==> config.mk <==
export PLATFORM = sky130hd
export DESIGN_NAME = smtp_reply_collector_flat
export DESIGN_NICKNAME = d
export VERILOG_FILES = /design/src/rtl/smrc_pkg.sv /design/src/rtl/smrc_if.sv /design/src/rtl/smtp_reply_collector.sv /design/src/rtl/smrc_ram.sv /design/src/rtl/smrc_front.sv /design/src/rtl/smrc_cmd_fifo.sv /design/src/rtl/smrc_back.sv /design/src/flat_wrapper.sv
export SDC_FILE = /design/constraint.sdc
export NUM_CORES = 2
export LEC_CHECK = 0
export ABC_AREA = 1
export ABC_CLOCK_PERIOD_IN_PS = 13370
export BUFFER_PORTS_ARGS = -buffer_cell sky130_fd_sc_hd__buf_2
export CORE_MARGIN = 1
export CORE_UTILIZATION = 44
export CTS_CLUSTER_DIAMETER = 100
export CTS_CLUSTER_SIZE = 24
export DETAILED_ROUTE_END_ITERATION = 7
export GPL_TIMING_DRIVEN = 0
export HOLD_SLACK_MARGIN = 0.1
export SETUP_SLACK_MARGIN = 0.4
export SYNTH_ARGS = -nofsm -noshare
export SYNTH_HDL_FRONTEND = slang
export SYNTH_SLANG_ARGS = --single-unit
==> constraint.sdc <==
create_clock -name clk -period 13.37 [get_ports clk]
set_input_delay 1.337 -clock clk [delete_from_list [all_inputs] [get_ports clk]]
set_output_delay 1.337 -clock clk [all_outputs]
set_load 0.01 [all_outputs]
==> src/rtl/smrc_pkg.sv <==
`default_nettype none
package smrc_pkg;

  localparam int LINE_BYTES = 256;
  localparam int TEXT_CAP = ((LINE_BYTES - 1) < 255) ? (LINE_BYTES - 1) : 255;
  localparam int CONTENT_MAX = LINE_BYTES - 2;
  localparam int LBC_W = $clog2(LINE_BYTES);
  localparam int FIXED_LEN = 19;
  localparam int QUEUE_DEPTH = 4;
  localparam int QPTR_W = $clog2(QUEUE_DEPTH);
  localparam int RAM_DEPTH = 256;

  localparam logic [1:0] ACT_BYTE = 2'd0;
  localparam logic [1:0] ACT_READ = 2'd1;
  localparam logic [1:0] ACT_FAIL = 2'd2;

  localparam logic [1:0] KIND_DONE = 2'd0;
  localparam logic [1:0] KIND_TEXT = 2'd1;
  localparam logic [1:0] KIND_NONE = 2'd2;
  localparam logic [1:0] KIND_LINK = 2'd3;

  localparam logic [7:0] CHAR_LF = 8'h0A;
  localparam logic [7:0] CHAR_CR = 8'h0D;
  localparam logic [7:0] CHAR_DASH = 8'h2D;
  localparam logic [7:0] CHAR_SEMI = 8'h3B;
  localparam logic [7:0] CHAR_SPACE = 8'h20;
  localparam logic [15:0] MIN_CODE = 16'd100;

  typedef enum logic [1:0] {
    PH_SKIP,
    PH_HEAD,
    PH_WS,
    PH_TEXT
  } phase_t;

  typedef struct packed {
    logic [15:0]      code;
    phase_t           phase;
    logic [2:0]       off;
    logic [LBC_W-1:0] lbc;
    logic             cont;
    logic             has_text;
    logic             digits;
    logic [7:0]       lwl;
  } line_t;

  typedef struct packed {
    line_t      ln;
    logic       wr;
    logic [7:0] wdata;
  } cstep_t;

  typedef struct packed {
    logic        from_bytes;
    logic [7:0]  d0;
    logic [7:0]  d1;
    logic [7:0]  start;
    logic [4:0]  n;
    logic [4:0]  fix_len;
    logic        has_out;
    logic [1:0]  kind;
    logic [15:0] code;
    logic [7:0]  length;
    logic        rd;
    logic [7:0]  idx;
    logic        rd_ok;
  } cmd_t;

  function automatic logic [7:0] fixed_char(input logic [4:0] i);
    logic [7:0] c;
    case (i)
      5'd0:    c = 8'h4E;
      5'd1:    c = 8'h6F;
      5'd2:    c = 8'h20;
      5'd3:    c = 8'h72;
      5'd4:    c = 8'h65;
      5'd5:    c = 8'h70;
      5'd6:    c = 8'h6C;
      5'd7:    c = 8'h79;
      5'd8:    c = 8'h20;
      5'd9:    c = 8'h74;
      5'd10:   c = 8'h65;
      5'd11:   c = 8'h78;
      5'd12:   c = 8'h74;
      5'd13:   c = 8'h20;
      5'd14:   c = 8'h67;
      5'd15:   c = 8'h69;
      5'd16:   c = 8'h76;
      5'd17:   c = 8'h65;
      5'd18:   c = 8'h6E;
      default: c = 8'h00;
    endcase
    return c;
  endfunction

  function automatic logic is_digit(input logic [7:0] b);
    return (b >= 8'h30) && (b <= 8'h39);
  endfunction

  function automatic logic is_space(input logic [7:0] b);
    return (b == CHAR_SPACE) || ((b >= 8'h09) && (b <= 8'h0D));
  endfunction

  function automatic line_t cleared_line(input logic [7:0] lwl);
    line_t l;
    l.code = '0;
    l.phase = PH_SKIP;
    l.off = '0;
    l.lbc = '0;
    l.cont = 1'b0;
    l.has_text = 1'b0;
    l.digits = 1'b0;
    l.lwl = lwl;
    return l;
  endfunction

  function automatic cstep_t content_byte(input line_t l, input logic [7:0] b);
    cstep_t r;
    logic [19:0] prod;
    logic store;
    r.ln = l;
    r.wr = 1'b0;
    r.wdata = b;
    store = 1'b0;
    prod = '0;
    if (int'(l.lbc) < CONTENT_MAX) begin
      r.ln.lbc = l.lbc + 1'b1;
      if (l.phase == PH_SKIP) begin
        if (is_digit(b)) begin
          r.ln.code = {12'd0, b[3:0]};
          r.ln.digits = 1'b1;
          r.ln.off = 3'd1;
          r.ln.phase = PH_HEAD;
        end
      end else begin
        if (l.digits && is_digit(b)) begin
          prod = ({4'd0, l.code} << 3) + ({4'd0, l.code} << 1) + {16'd0, b[3:0]};
          r.ln.code = (prod > 20'hFFFF) ? 16'hFFFF : prod[15:0];
        end else begin
          r.ln.digits = 1'b0;
        end
        case (l.phase)
          PH_HEAD: begin
            if (l.off == 3'd3) begin
              if (b == CHAR_DASH) begin
                r.ln.cont = 1'b1;
                r.ln.phase = PH_WS;
              end else begin
                r.ln.phase = PH_TEXT;
                r.ln.has_text = 1'b1;
                store = 1'b1;
              end
            end
          end
          PH_WS: begin
            if (!is_space(b)) begin
              r.ln.phase = PH_TEXT;
              r.ln.has_text = 1'b1;
              store = 1'b1;
            end
          end
          PH_TEXT: store = 1'b1;
          default: ;
        endcase
        if (store && (l.lwl < 8'(TEXT_CAP))) begin
          r.wr = 1'b1;
          r.ln.lwl = l.lwl + 1'b1;
        end
        if (l.off < 3'd4) begin
          r.ln.off = l.off + 1'b1;
        end
      end
    end
    return r;
  endfunction

endpackage
`default_nettype wire

==> src/rtl/smrc_if.sv <==
`default_nettype none
interface smrc_req_if;
  logic       valid;
  logic       ready;
  logic [1:0] action;
  logic [7:0] data_byte;
  logic [7:0] text_index;
  modport source (output valid, output action, output data_byte, output text_index,
                  input ready);
  modport sink (input valid, input action, input data_byte, input text_index,
                output ready);
endinterface

interface smrc_res_if;
  logic        valid;
  logic        ready;
  logic [1:0]  kind;
  logic [15:0] reply_code;
  logic [7:0]  text_length;
  logic [7:0]  text_byte;
  modport source (output valid, output kind, output reply_code, output text_length,
                  output text_byte, input ready);
  modport sink (input valid, input kind, input reply_code, input text_length,
                input text_byte, output ready);
endinterface
`default_nettype wire

==> src/rtl/smtp_reply_collector.sv <==
// Channel  Modport  Contents
// req      sink     action, data_byte, text_index
// res      source   kind, reply_code, text_length, text_byte
//
// A byte that follows a held CR can write two characters to the text store.
// A line end with an empty first line can write the fixed text and "; " into the store.
// The text store has one write port, so such characters are written one at a time; reads are registered.
// Reset is synchronous and clears all control state; the text store is not cleared.
// A four-entry queue lets the parser keep accepting while the result side is stalled.
`default_nettype none
module smtp_reply_collector (
  input  wire logic  clk,
  input  wire logic  rst,
  smrc_req_if.sink   req,
  smrc_res_if.source res
);
  import smrc_pkg::*;

  logic push, full, pop, head_valid;
  cmd_t push_cmd, head;

  smrc_front u_front (
    .clk      (clk),
    .rst      (rst),
    .req      (req),
    .push     (push),
    .push_cmd (push_cmd),
    .full     (full)
  );

  smrc_cmd_fifo u_fifo (
    .clk        (clk),
    .rst        (rst),
    .push       (push),
    .push_cmd   (push_cmd),
    .full       (full),
    .pop        (pop),
    .head       (head),
    .head_valid (head_valid)
  );

  smrc_back u_back (
    .clk        (clk),
    .rst        (rst),
    .head_valid (head_valid),
    .head       (head),
    .pop        (pop),
    .res        (res)
  );
endmodule
`default_nettype wire

==> src/rtl/smrc_ram.sv <==
`default_nettype none
module smrc_ram #(
  parameter int WIDTH = 8,
  parameter int DEPTH = 256
) (
  input  wire logic                     clk,
  input  wire logic                     we,
  input  wire logic [$clog2(DEPTH)-1:0] waddr,
  input  wire logic [WIDTH-1:0]         wdata,
  input  wire logic                     re,
  input  wire logic [$clog2(DEPTH)-1:0] raddr,
  output logic [WIDTH-1:0]              rdata
);
  logic [WIDTH-1:0] mem [DEPTH];

  always_ff @(posedge clk) begin
    if (we) begin
      mem[waddr] <= wdata;
    end
    if (re) begin
      rdata <= mem[raddr];
    end
  end
endmodule
`default_nettype wire

==> src/rtl/smrc_front.sv <==
`default_nettype none
module smrc_front (
  input  wire logic    clk,
  input  wire logic    rst,
  smrc_req_if.sink     req,
  output logic         push,
  output smrc_pkg::cmd_t push_cmd,
  input  wire logic    full
);
  import smrc_pkg::*;

  line_t       ln, ln_next;
  logic [7:0]  committed, committed_next;
  logic [15:0] held, held_next;
  logic        awaiting, awaiting_next;
  logic        pend, pend_next;
  logic        reply_held, reply_held_next;

  line_t       l0;
  cstep_t      c1, c2;
  cmd_t        cmd;
  logic [7:0]  cm, w, room, start;
  logic [4:0]  fl;
  logic        sep, done, aw, acc;
  logic [15:0] hc;

  assign req.ready = !full;
  assign acc = req.valid && req.ready;

  always_comb begin
    ln_next = ln;
    committed_next = committed;
    held_next = held;
    awaiting_next = awaiting;
    pend_next = pend;
    reply_held_next = reply_held;
    cmd = '0;
    push = 1'b0;
    l0 = ln;
    cm = committed;
    c1 = '0;
    c2 = '0;
    w = '0;
    room = '0;
    start = '0;
    fl = '0;
    sep = 1'b0;
    done = 1'b0;
    aw = awaiting;
    hc = held;
    if (acc) begin
      case (req.action)
        ACT_BYTE: begin
          if (reply_held) begin
            reply_held_next = 1'b0;
            cm = '0;
            l0.lwl = '0;
          end
          if (req.data_byte == CHAR_LF) begin
            pend_next = 1'b0;
            w = l0.lwl;
            if (awaiting) begin
              if ((l0.code == held) && !l0.cont) begin
                aw = 1'b0;
                cm = l0.lwl;
                done = 1'b1;
              end
            end else begin
              hc = l0.code;
              aw = l0.cont;
              if (!l0.has_text) begin
                room = 8'(TEXT_CAP) - cm;
                fl = (room < 8'(FIXED_LEN)) ? room[4:0] : 5'(FIXED_LEN);
                w = cm + {3'd0, fl};
                start = cm;
              end else begin
                start = w;
              end
              if (w > cm) begin
                cm = w;
                if (aw && (({1'b0, cm} + 9'd3) < 9'(TEXT_CAP))) begin
                  sep = 1'b1;
                  cm = cm + 8'd2;
                end
              end
              done = !aw;
            end
            if (done) begin
              if (hc < MIN_CODE) begin
                cm = '0;
              end else begin
                reply_held_next = 1'b1;
                cmd.has_out = 1'b1;
                cmd.kind = KIND_DONE;
                cmd.code = hc;
                cmd.length = cm;
              end
            end
            cmd.start = start;
            cmd.fix_len = fl;
            cmd.n = fl + (sep ? 5'd2 : 5'd0);
            push = (cmd.n != '0) || cmd.has_out;
            committed_next = cm;
            held_next = hc;
            awaiting_next = aw;
            ln_next = cleared_line(cm);
          end else begin
            pend_next = (req.data_byte == CHAR_CR);
            c1.ln = l0;
            if (pend) begin
              c1 = content_byte(l0, CHAR_CR);
            end
            c2.ln = c1.ln;
            if (req.data_byte != CHAR_CR) begin
              c2 = content_byte(c1.ln, req.data_byte);
            end
            ln_next = c2.ln;
            committed_next = cm;
            cmd.from_bytes = 1'b1;
            cmd.start = c1.wr ? l0.lwl : c1.ln.lwl;
            cmd.d0 = c1.wr ? c1.wdata : c2.wdata;
            cmd.d1 = c2.wdata;
            cmd.n = {4'd0, c1.wr} + {4'd0, c2.wr};
            push = (cmd.n != '0);
          end
        end
        ACT_READ: begin
          push = 1'b1;
          cmd.has_out = 1'b1;
          if (reply_held) begin
            cmd.kind = KIND_TEXT;
            cmd.code = held;
            cmd.length = committed;
            cmd.rd = 1'b1;
            cmd.idx = req.text_index;
            cmd.rd_ok = req.text_index < committed;
          end else begin
            cmd.kind = KIND_NONE;
          end
        end
        ACT_FAIL: begin
          reply_held_next = 1'b0;
          awaiting_next = 1'b0;
          committed_next = '0;
          pend_next = 1'b0;
          ln_next = cleared_line(8'd0);
          push = 1'b1;
          cmd.has_out = 1'b1;
          cmd.kind = KIND_LINK;
        end
        default: ;
      endcase
    end
  end

  assign push_cmd = cmd;

  always_ff @(posedge clk) begin
    if (rst) begin
      ln <= cleared_line(8'd0);
      committed <= '0;
      held <= '0;
      awaiting <= 1'b0;
      pend <= 1'b0;
      reply_held <= 1'b0;
    end else begin
      ln <= ln_next;
      committed <= committed_next;
      held <= held_next;
      awaiting <= awaiting_next;
      pend <= pend_next;
      reply_held <= reply_held_next;
    end
  end
endmodule
`default_nettype wire

==> src/rtl/smrc_cmd_fifo.sv <==
`default_nettype none
module smrc_cmd_fifo (
  input  wire logic            clk,
  input  wire logic            rst,
  input  wire logic            push,
  input  wire smrc_pkg::cmd_t  push_cmd,
  output logic                 full,
  input  wire logic            pop,
  output smrc_pkg::cmd_t       head,
  output logic                 head_valid
);
  import smrc_pkg::*;

  cmd_t              mem [QUEUE_DEPTH];
  logic [QPTR_W-1:0] wp, rp;
  logic [QPTR_W:0]   count;
  logic              do_push, do_pop;

  assign full = (count == (QPTR_W + 1)'(QUEUE_DEPTH));
  assign head_valid = (count != '0);
  assign head = mem[rp];
  assign do_push = push && !full;
  assign do_pop = pop && head_valid;

  always_ff @(posedge clk) begin
    if (do_push) begin
      mem[wp] <= push_cmd;
    end
  end

  always_ff @(posedge clk) begin
    if (rst) begin
      wp <= '0;
      rp <= '0;
      count <= '0;
    end else begin
      if (do_push) begin
        wp <= wp + 1'b1;
      end
      if (do_pop) begin
        rp <= rp + 1'b1;
      end
      count <= count + (QPTR_W + 1)'(do_push) - (QPTR_W + 1)'(do_pop);
    end
  end

  a_no_push_when_full: assert property (@(posedge clk) disable iff (rst)
    full |-> !push)
    else $error("Request pushed into a full queue.");
endmodule
`default_nettype wire

==> src/rtl/smrc_back.sv <==
`default_nettype none
module smrc_back (
  input  wire logic           clk,
  input  wire logic           rst,
  input  wire logic           head_valid,
  input  wire smrc_pkg::cmd_t head,
  output logic                pop,
  smrc_res_if.source          res
);
  import smrc_pkg::*;

  logic [4:0]  j;
  logic        last, out_free, s1_ready, fire, we;
  logic [7:0]  waddr, wdata, rdata;
  logic        s1_valid;
  cmd_t        s1;
  logic        out_valid;
  logic [1:0]  out_kind;
  logic [15:0] out_code;
  logic [7:0]  out_len, out_byte;

  assign last = (head.n == '0) || (j == (head.n - 5'd1));
  assign out_free = !out_valid || res.ready;
  assign s1_ready = !s1_valid || out_free;
  assign fire = head_valid && last && (!head.has_out || s1_ready);
  assign pop = fire;
  assign we = head_valid && (head.n != '0);
  assign waddr = head.start + {3'd0, j};

  always_comb begin
    if (head.from_bytes) begin
      wdata = (j == '0) ? head.d0 : head.d1;
    end else if (j < head.fix_len) begin
      wdata = fixed_char(j);
    end else if (j == head.fix_len) begin
      wdata = CHAR_SEMI;
    end else begin
      wdata = CHAR_SPACE;
    end
  end

  smrc_ram #(.WIDTH(8), .DEPTH(RAM_DEPTH)) u_text (
    .clk   (clk),
    .we    (we),
    .waddr (waddr),
    .wdata (wdata),
    .re    (fire && head.rd),
    .raddr (head.idx),
    .rdata (rdata)
  );

  always_ff @(posedge clk) begin
    if (rst) begin
      j <= '0;
      s1_valid <= 1'b0;
      out_valid <= 1'b0;
    end else begin
      if (fire) begin
        j <= '0;
      end else if (we && !last) begin
        j <= j + 5'd1;
      end
      if (s1_ready) begin
        s1_valid <= fire && head.has_out;
      end
      if (out_free) begin
        out_valid <= s1_valid;
      end
    end
  end

  always_ff @(posedge clk) begin
    if (s1_ready) begin
      s1 <= head;
    end
    if (out_free && s1_valid) begin
      out_kind <= s1.kind;
      out_code <= s1.code;
      out_len <= s1.length;
      out_byte <= (s1.rd && s1.rd_ok) ? rdata : 8'd0;
    end
  end

  assign res.valid = out_valid;
  assign res.kind = out_kind;
  assign res.reply_code = out_code;
  assign res.text_length = out_len;
  assign res.text_byte = out_byte;

  a_write_in_run: assert property (@(posedge clk) disable iff (rst)
    we |-> (j < head.n))
    else $error("Write step beyond the end of its run.");

  a_result_staged: assert property (@(posedge clk) disable iff (rst)
    (fire && head.has_out) |=> s1_valid)
    else $error("Finished request lost its result.");
endmodule
`default_nettype wire
==> src/flat_wrapper.sv <==
// flat-port wrapper written by rule: the top's interface ports become plain ports
module smtp_reply_collector_flat import smrc_pkg::*;
  (clk, rst, req_valid, req_action, req_data_byte, req_text_index, req_ready, res_valid, res_kind, res_reply_code, res_text_length, res_text_byte, res_ready);
  smrc_req_if req_i ();
  smrc_res_if res_i ();
  input  wire logic clk;
  input  wire logic rst;
  input wire logic [$bits(req_i.valid)-1:0] req_valid;
  input wire logic [$bits(req_i.action)-1:0] req_action;
  input wire logic [$bits(req_i.data_byte)-1:0] req_data_byte;
  input wire logic [$bits(req_i.text_index)-1:0] req_text_index;
  output wire logic [$bits(req_i.ready)-1:0] req_ready;
  output wire logic [$bits(res_i.valid)-1:0] res_valid;
  output wire logic [$bits(res_i.kind)-1:0] res_kind;
  output wire logic [$bits(res_i.reply_code)-1:0] res_reply_code;
  output wire logic [$bits(res_i.text_length)-1:0] res_text_length;
  output wire logic [$bits(res_i.text_byte)-1:0] res_text_byte;
  input wire logic [$bits(res_i.ready)-1:0] res_ready;
  assign req_i.valid = req_valid;
  assign req_i.action = req_action;
  assign req_i.data_byte = req_data_byte;
  assign req_i.text_index = req_text_index;
  assign req_ready = req_i.ready;
  assign res_valid = res_i.valid;
  assign res_kind = res_i.kind;
  assign res_reply_code = res_i.reply_code;
  assign res_text_length = res_i.text_length;
  assign res_text_byte = res_i.text_byte;
  assign res_i.ready = res_ready;
  smtp_reply_collector u_core (.clk(clk), .rst(rst), .req(req_i), .res(res_i));
endmodule
==> impl_metrics.prom <==
# TYPE chip_impl_metric gauge
chip_impl_metric{name="synth_seq_area_share",unit=""} 0.712
chip_impl_metric{name="postRouteWirelength",unit="mm"} 356
chip_impl_metric{name="fp.coreArea",unit="um^2"} 235000
chip_impl_metric{name="timing.critical_path.arrival",unit="ns"} 8.18
chip_impl_metric{name="headroom_to_the_max_slew_limit",unit=""} -0.0363
chip_impl_info{name="rsz0062_at_grt",value="false"} 1
chip_impl_metric{name="worstRegToRegCells",unit=""} 22
chip_impl_metric{name="netSwitchingFraction",unit=""} 0.339
chip_impl_metric{name="globalRouteOverflowTotal",unit=""} 0
chip_impl_metric{name="clk-insertion-delay-late",unit="ns"} 0.87
chip_impl_metric{name="number_of_levels_in_the_clock_h_tree",unit=""} 3
chip_impl_info{name="worstSetupStartpointType",value="flip-flop"} 1
chip_impl_metric{name="synth.mux.area_fraction",unit=""} 0.000108
chip_impl_metric{name="netlist_instances",unit=""} 8494
chip_impl_info{name="cpMaxStageDelayCell",value="sky130_fd_sc_hd__nor2_1"} 1
chip_impl_metric{name="clk_transition_reported_paths",unit="ns"} 0.10
chip_impl_metric{name="avgSynthCellArea",unit="um^2"} 12.2
chip_impl_metric{name="finalMaxSlewViolations",unit=""} 44
chip_impl_metric{name="worst_clock_skew",unit="ns"} 0.0816
chip_impl_info{name="worst_min_delay_path_class",value="flip-flop to flip-flop"} 1
chip_impl_metric{name="postSynthRegisterBits",unit=""} 2496
chip_impl_metric{name="register_share_of_total_power",unit=""} 0.515
chip_impl_metric{name="finalCritPeriodShare",unit=""} 0.580
chip_impl_metric{name="cts_sinks",unit=""} 2496
chip_impl_metric{name="path_depth",unit=""} 22
chip_impl_metric{name="share_comb_of_total_power",unit=""} 0.259
chip_impl_metric{name="switching_power_of_the_nets",unit="mW"} 6.28
chip_impl_metric{name="synthesis.yosys.warnings",unit=""} 0
chip_impl_info{name="critical_path_class",value="flip-flop to flip-flop"} 1
chip_impl_metric{name="post_cts_resize_count",unit=""} 0
chip_impl_metric{name="ant_nets",unit=""} 0
chip_impl_metric{name="cap_violations",unit=""} 4
chip_impl_metric{name="timing.hold.worst_path_depth",unit=""} 0
chip_impl_metric{name="routed_via_density",unit=""} 6.11
chip_impl_metric{name="iter_0_drt_violations",unit=""} 11400
chip_impl_metric{name="final_period_demand_of_the_worst_path",unit="ns"} 7.75
chip_impl_metric{name="vias",unit=""} 73000
chip_impl_metric{name="cts-buffers-inserted",unit=""} 118
chip_impl_metric{name="post_cts_setup_buffer_count",unit=""} 0
chip_impl_metric{name="synthSimpleGateAreaFrac",unit=""} 0.116
chip_impl_info{name="synthFlopType",value="sky130_fd_sc_hd__edfxtp_1"} 1
chip_impl_info{name="run_status",value="complete, but fails checks"} 1
chip_impl_metric{name="dpl_ws",unit="ns"} 5.86
chip_impl_metric{name="floorplan.initialDensity",unit=""} 0.443
chip_impl_metric{name="cell_internal_power",unit="mW"} 12.3
chip_impl_metric{name="cts_max_path_buffers",unit=""} 3
chip_impl_metric{name="routed_wire_length_per_instance",unit="um"} 29.8
chip_impl_metric{name="setup-violations-final",unit=""} 0
chip_impl_metric{name="unique_masters_post_synth",unit=""} 67
chip_impl_metric{name="largest_net_degree_at_the_start_of_global_routing",unit=""} 79
chip_impl_metric{name="horizontal_extent_of_the_die",unit="um"} 488
chip_impl_metric{name="synth_edf_count",unit=""} 2406
chip_impl_metric{name="placed_cells",unit=""} 11800
chip_impl_metric{name="all_layer_global_routing_usage",unit=""} 0.294
chip_impl_metric{name="finalWorstSetupSlack",unit="ns"} 5.62
chip_impl_metric{name="die_y",unit="um"} 488
chip_impl_metric{name="drc_errors",unit=""} 0
chip_impl_metric{name="async_reset_ff_frac",unit=""} 0
chip_impl_info{name="cts_root_buf",value="sky130_fd_sc_hd__clkbuf_16"} 1
chip_impl_info{name="synth_top_family_by_area",value="compound AO/OA/AOI/OAI gates"} 1
chip_impl_metric{name="clock.fmax",unit="MHz"} 129
chip_impl_metric{name="vdd_ir_drop_max",unit="V"} 0.000122
chip_impl_metric{name="grt_first_pass_wirelength",unit="mm"} 497
chip_impl_metric{name="critical_path_peak_fanout",unit=""} 10
chip_impl_metric{name="final_cell_count_no_fill",unit=""} 11900
chip_impl_metric{name="row_count",unit=""} 178
chip_impl_metric{name="io_buffers",unit=""} 57
chip_impl_metric{name="flow.area_growth_from_synthesis",unit="%"} 9.05
chip_impl_info{name="crit_path_end_kind",value="flip-flop"} 1
chip_impl_metric{name="final_nets",unit=""} 8865
chip_impl_metric{name="synthesized_area_fraction_occupied_by_xor_and_xnor_cells",unit=""} 0.00472
chip_impl_metric{name="finalHoldViolations",unit=""} 0
chip_impl_metric{name="place_congestion",unit=""} 1.03
chip_impl_metric{name="ports_placed_on_the_boundary",unit=""} 58
chip_impl_info{name="final_cell_mix",value="sky130_fd_sc_hd__edfxtp_1 (2406), sky130_fd_sc_hd__nor2_1 (2276), sky130_fd_sc_hd__o21ai_0 (852)"} 1
chip_impl_info{name="timing.critical_path.max_delay_family",value="buffers and inverters"} 1
chip_impl_info{name="crit_path_cell_trace",value="buf_6 -> buf_6 -> buf_2 -> buf_2 -> clkbuf_1 -> clkbuf_1 -> clkbuf_1 -> o21ai_0 -> o22ai_1 -> ha_1 -> a21oi_1 -> inv_1 -> a31oi_1 -> nor2_1 -> o21ai_0 -> nand2_1 -> and3_1 -> xor2_1 -> nor2_1 -> nand2_1 -> clkbuf_1 -> nor2_1"} 1
chip_impl_metric{name="design.die.area",unit="um^2"} 238000
chip_impl_metric{name="cts-hold-fix-buffers",unit=""} 0
chip_impl_info{name="mostFrequentLayoutCell",value="sky130_fd_sc_hd__edfxtp_1"} 1
chip_impl_metric{name="post_synth_fa_ha_maj_area_fraction",unit=""} 0.0122
chip_impl_metric{name="post_synthesis_cell_area",unit="um^2"} 104000
chip_impl_metric{name="p_clk_frac",unit=""} 0.226
chip_impl_metric{name="drt_first_pass_iters",unit=""} 6
chip_impl_metric{name="required",unit="ns"} 13.80
chip_impl_metric{name="initial_antenna_violation_count",unit=""} 34
chip_impl_info{name="violations",value="capacitance limit, slew limit"} 1
chip_impl_metric{name="final_layout_size_suffix_gt1_frac",unit=""} 0.0544
chip_impl_metric{name="worst-slew-pin-transition",unit="ns"} 1.55
chip_impl_metric{name="synth_compound_gate_area_share",unit=""} 0.124
chip_impl_metric{name="crit_buf_inv",unit=""} 9
chip_impl_metric{name="postSynthNetCount",unit=""} 8615
chip_impl_metric{name="dp_hpwl",unit="mm"} 262
chip_impl_metric{name="cp_slowest_stage_delay",unit="ns"} 0.93
chip_impl_info{name="tritoncts",value="built"} 1
chip_impl_metric{name="cellPowerDensity",unit="nW/um^2"} 164
chip_impl_metric{name="power.leakage",unit="nW"} 36.2
chip_impl_info{name="cp_common_cell",value="sky130_fd_sc_hd__clkbuf_1"} 1
chip_impl_metric{name="grt_pass1_vias",unit=""} 68200
[layout make-up]
cell class	count	area [um^2]
Fill cell	20800	122000
Sequential cell	2496	74100
Multi-Input combinational cell	5186	26900
Tap cell	3150	3940
Clock buffer	140	3100
Buffer	568	2310
Timing Repair Buffer	130	1870
Inverter	244	918
Clock inverter	20	295
Antenna cell	15	37.5
[through the flow]
step / TNS [ns] / util / power, mW / area [um^2] / hold WS [ns]
after floorplan: 0 / - / 12.1 / 104000 / 0.400
after global placement: -8753.58 / 0.461 / 14.9 / 108000 / 0.406
after detailed placement: 0 / 0.468 / 14.3 / 110000 / 0.405
after CTS: 0 / 0.482 / 18.4 / 113000 / 0.418
after global routing: 0 / 0.482 / 18.9 / 113000 / 0.425
final: 0 / 0.483 / 18.5 / 113000 / 0.418
[path summary, 6_finish.rpt]
| kind | start | endpoint | slack, ns |
|---|---|---|---|
| max | flip-flop | u_core.u_back.u_text.mem[199][7] | 5.62 |
| max reg2reg | flip-flop | u_core.u_back.u_text.mem[199][7] | 5.62 |
| min reg2reg | u_core.u_back.s1[10] | u_core.u_back.res.text_length[0] | 0.42 |
| min | u_core.u_back.s1[10] | u_core.u_back.res.text_length[0] | 0.42 |
[Yosys cell counts (7+ instances only)]
master	n	share of area
sky130_fd_sc_hd__a21oi_1	172	0.0083
sky130_fd_sc_hd__a31oi_1	7	0.00042
sky130_fd_sc_hd__buf_1	27	0.00097
sky130_fd_sc_hd__buf_2	73	0.0035
sky130_fd_sc_hd__clkbuf_1	458	0.017
sky130_fd_sc_hd__dfxtp_1	90	0.017
sky130_fd_sc_hd__edfxtp_1	2406	0.69
sky130_fd_sc_hd__ha_1	95	0.011
sky130_fd_sc_hd__inv_1	227	0.0082
sky130_fd_sc_hd__inv_2	12	0.00043
sky130_fd_sc_hd__nand2_1	501	0.018
sky130_fd_sc_hd__nand2_2	19	0.0011
sky130_fd_sc_hd__nand3_1	141	0.0068
sky130_fd_sc_hd__nand3_2	7	0.00067
sky130_fd_sc_hd__nand4_1	21	0.0013
sky130_fd_sc_hd__nor2_1	2280	0.082
sky130_fd_sc_hd__nor2_2	9	0.00054
sky130_fd_sc_hd__nor3_1	22	0.0011
sky130_fd_sc_hd__nor4_1	10	0.00060
sky130_fd_sc_hd__o211ai_1	248	0.018
sky130_fd_sc_hd__o21ai_0	854	0.041
sky130_fd_sc_hd__o21ai_1	22	0.0011
sky130_fd_sc_hd__o221ai_1	12	0.0010
sky130_fd_sc_hd__o22ai_1	72	0.0043
sky130_fd_sc_hd__o2bb2ai_1	24	0.0020
sky130_fd_sc_hd__o311ai_0	103	0.0087
sky130_fd_sc_hd__o311ai_1	27	0.0023
sky130_fd_sc_hd__o32ai_1	384	0.032
sky130_fd_sc_hd__or2_1	7	0.00042
sky130_fd_sc_hd__or2_2	13	0.00078
sky130_fd_sc_hd__xnor2_1	14	0.0012
sky130_fd_sc_hd__xor2_1	42	0.0035
[power by group through the flow]
stage          registers, mW  clock network [mW]  logic, mW
2_1_floorplan           10.1                   0       2.02
6_report                9.54                4.20       4.80
4_1_cts                 9.54                4.20       4.63
5_1_grt                 9.55                4.44       4.93
3_5_place_dp            9.72                   0       4.62
3_3_place_gp            10.7                   0       4.13
[layer usage]
layer  part of all wire  global-route usage  wire length, um
met5            0.00019                   0               69
met4              0.046               0.126            16500
met2               0.42               0.424           151000
met3               0.12              0.0740            43700
met1               0.41               0.421           145000
[flip-flops by register name (all words and copies together) (netlist names), 2 cells and up, named ones only]
register                       count
u_core.u_fifo.rp                   2
u_core.u_back.res.text_byte        8
u_core.u_front.l0                 32
u_core.u_front.committed           8
u_core.u_back.u_text.mem        2048
u_core.u_front.ln                  8
u_core.u_fifo.wp                   2
u_core.u_back.res.text_length      8
u_core.u_back.j                    5
u_core.u_fifo.count                3
u_core.u_back.s1                  28
u_core.u_fifo.mem                288
u_core.u_back.res.kind             2
u_core.u_back.u_text.rdata         8
u_core.u_front.held               16
u_core.u_back.res.reply_code      16
[kinds of logic after synthesis]
group | Yosys count
buffers and inverters | 812
XOR/XNOR | 56
AND/OR/NAND/NOR | 3056
AO/OA/AOI/OAI | 1974
flip-flops | 2496
multiplexers | 1
adder cells (fa/ha/maj) | 99
Note: power is estimated with default switching activity, not from simulation.
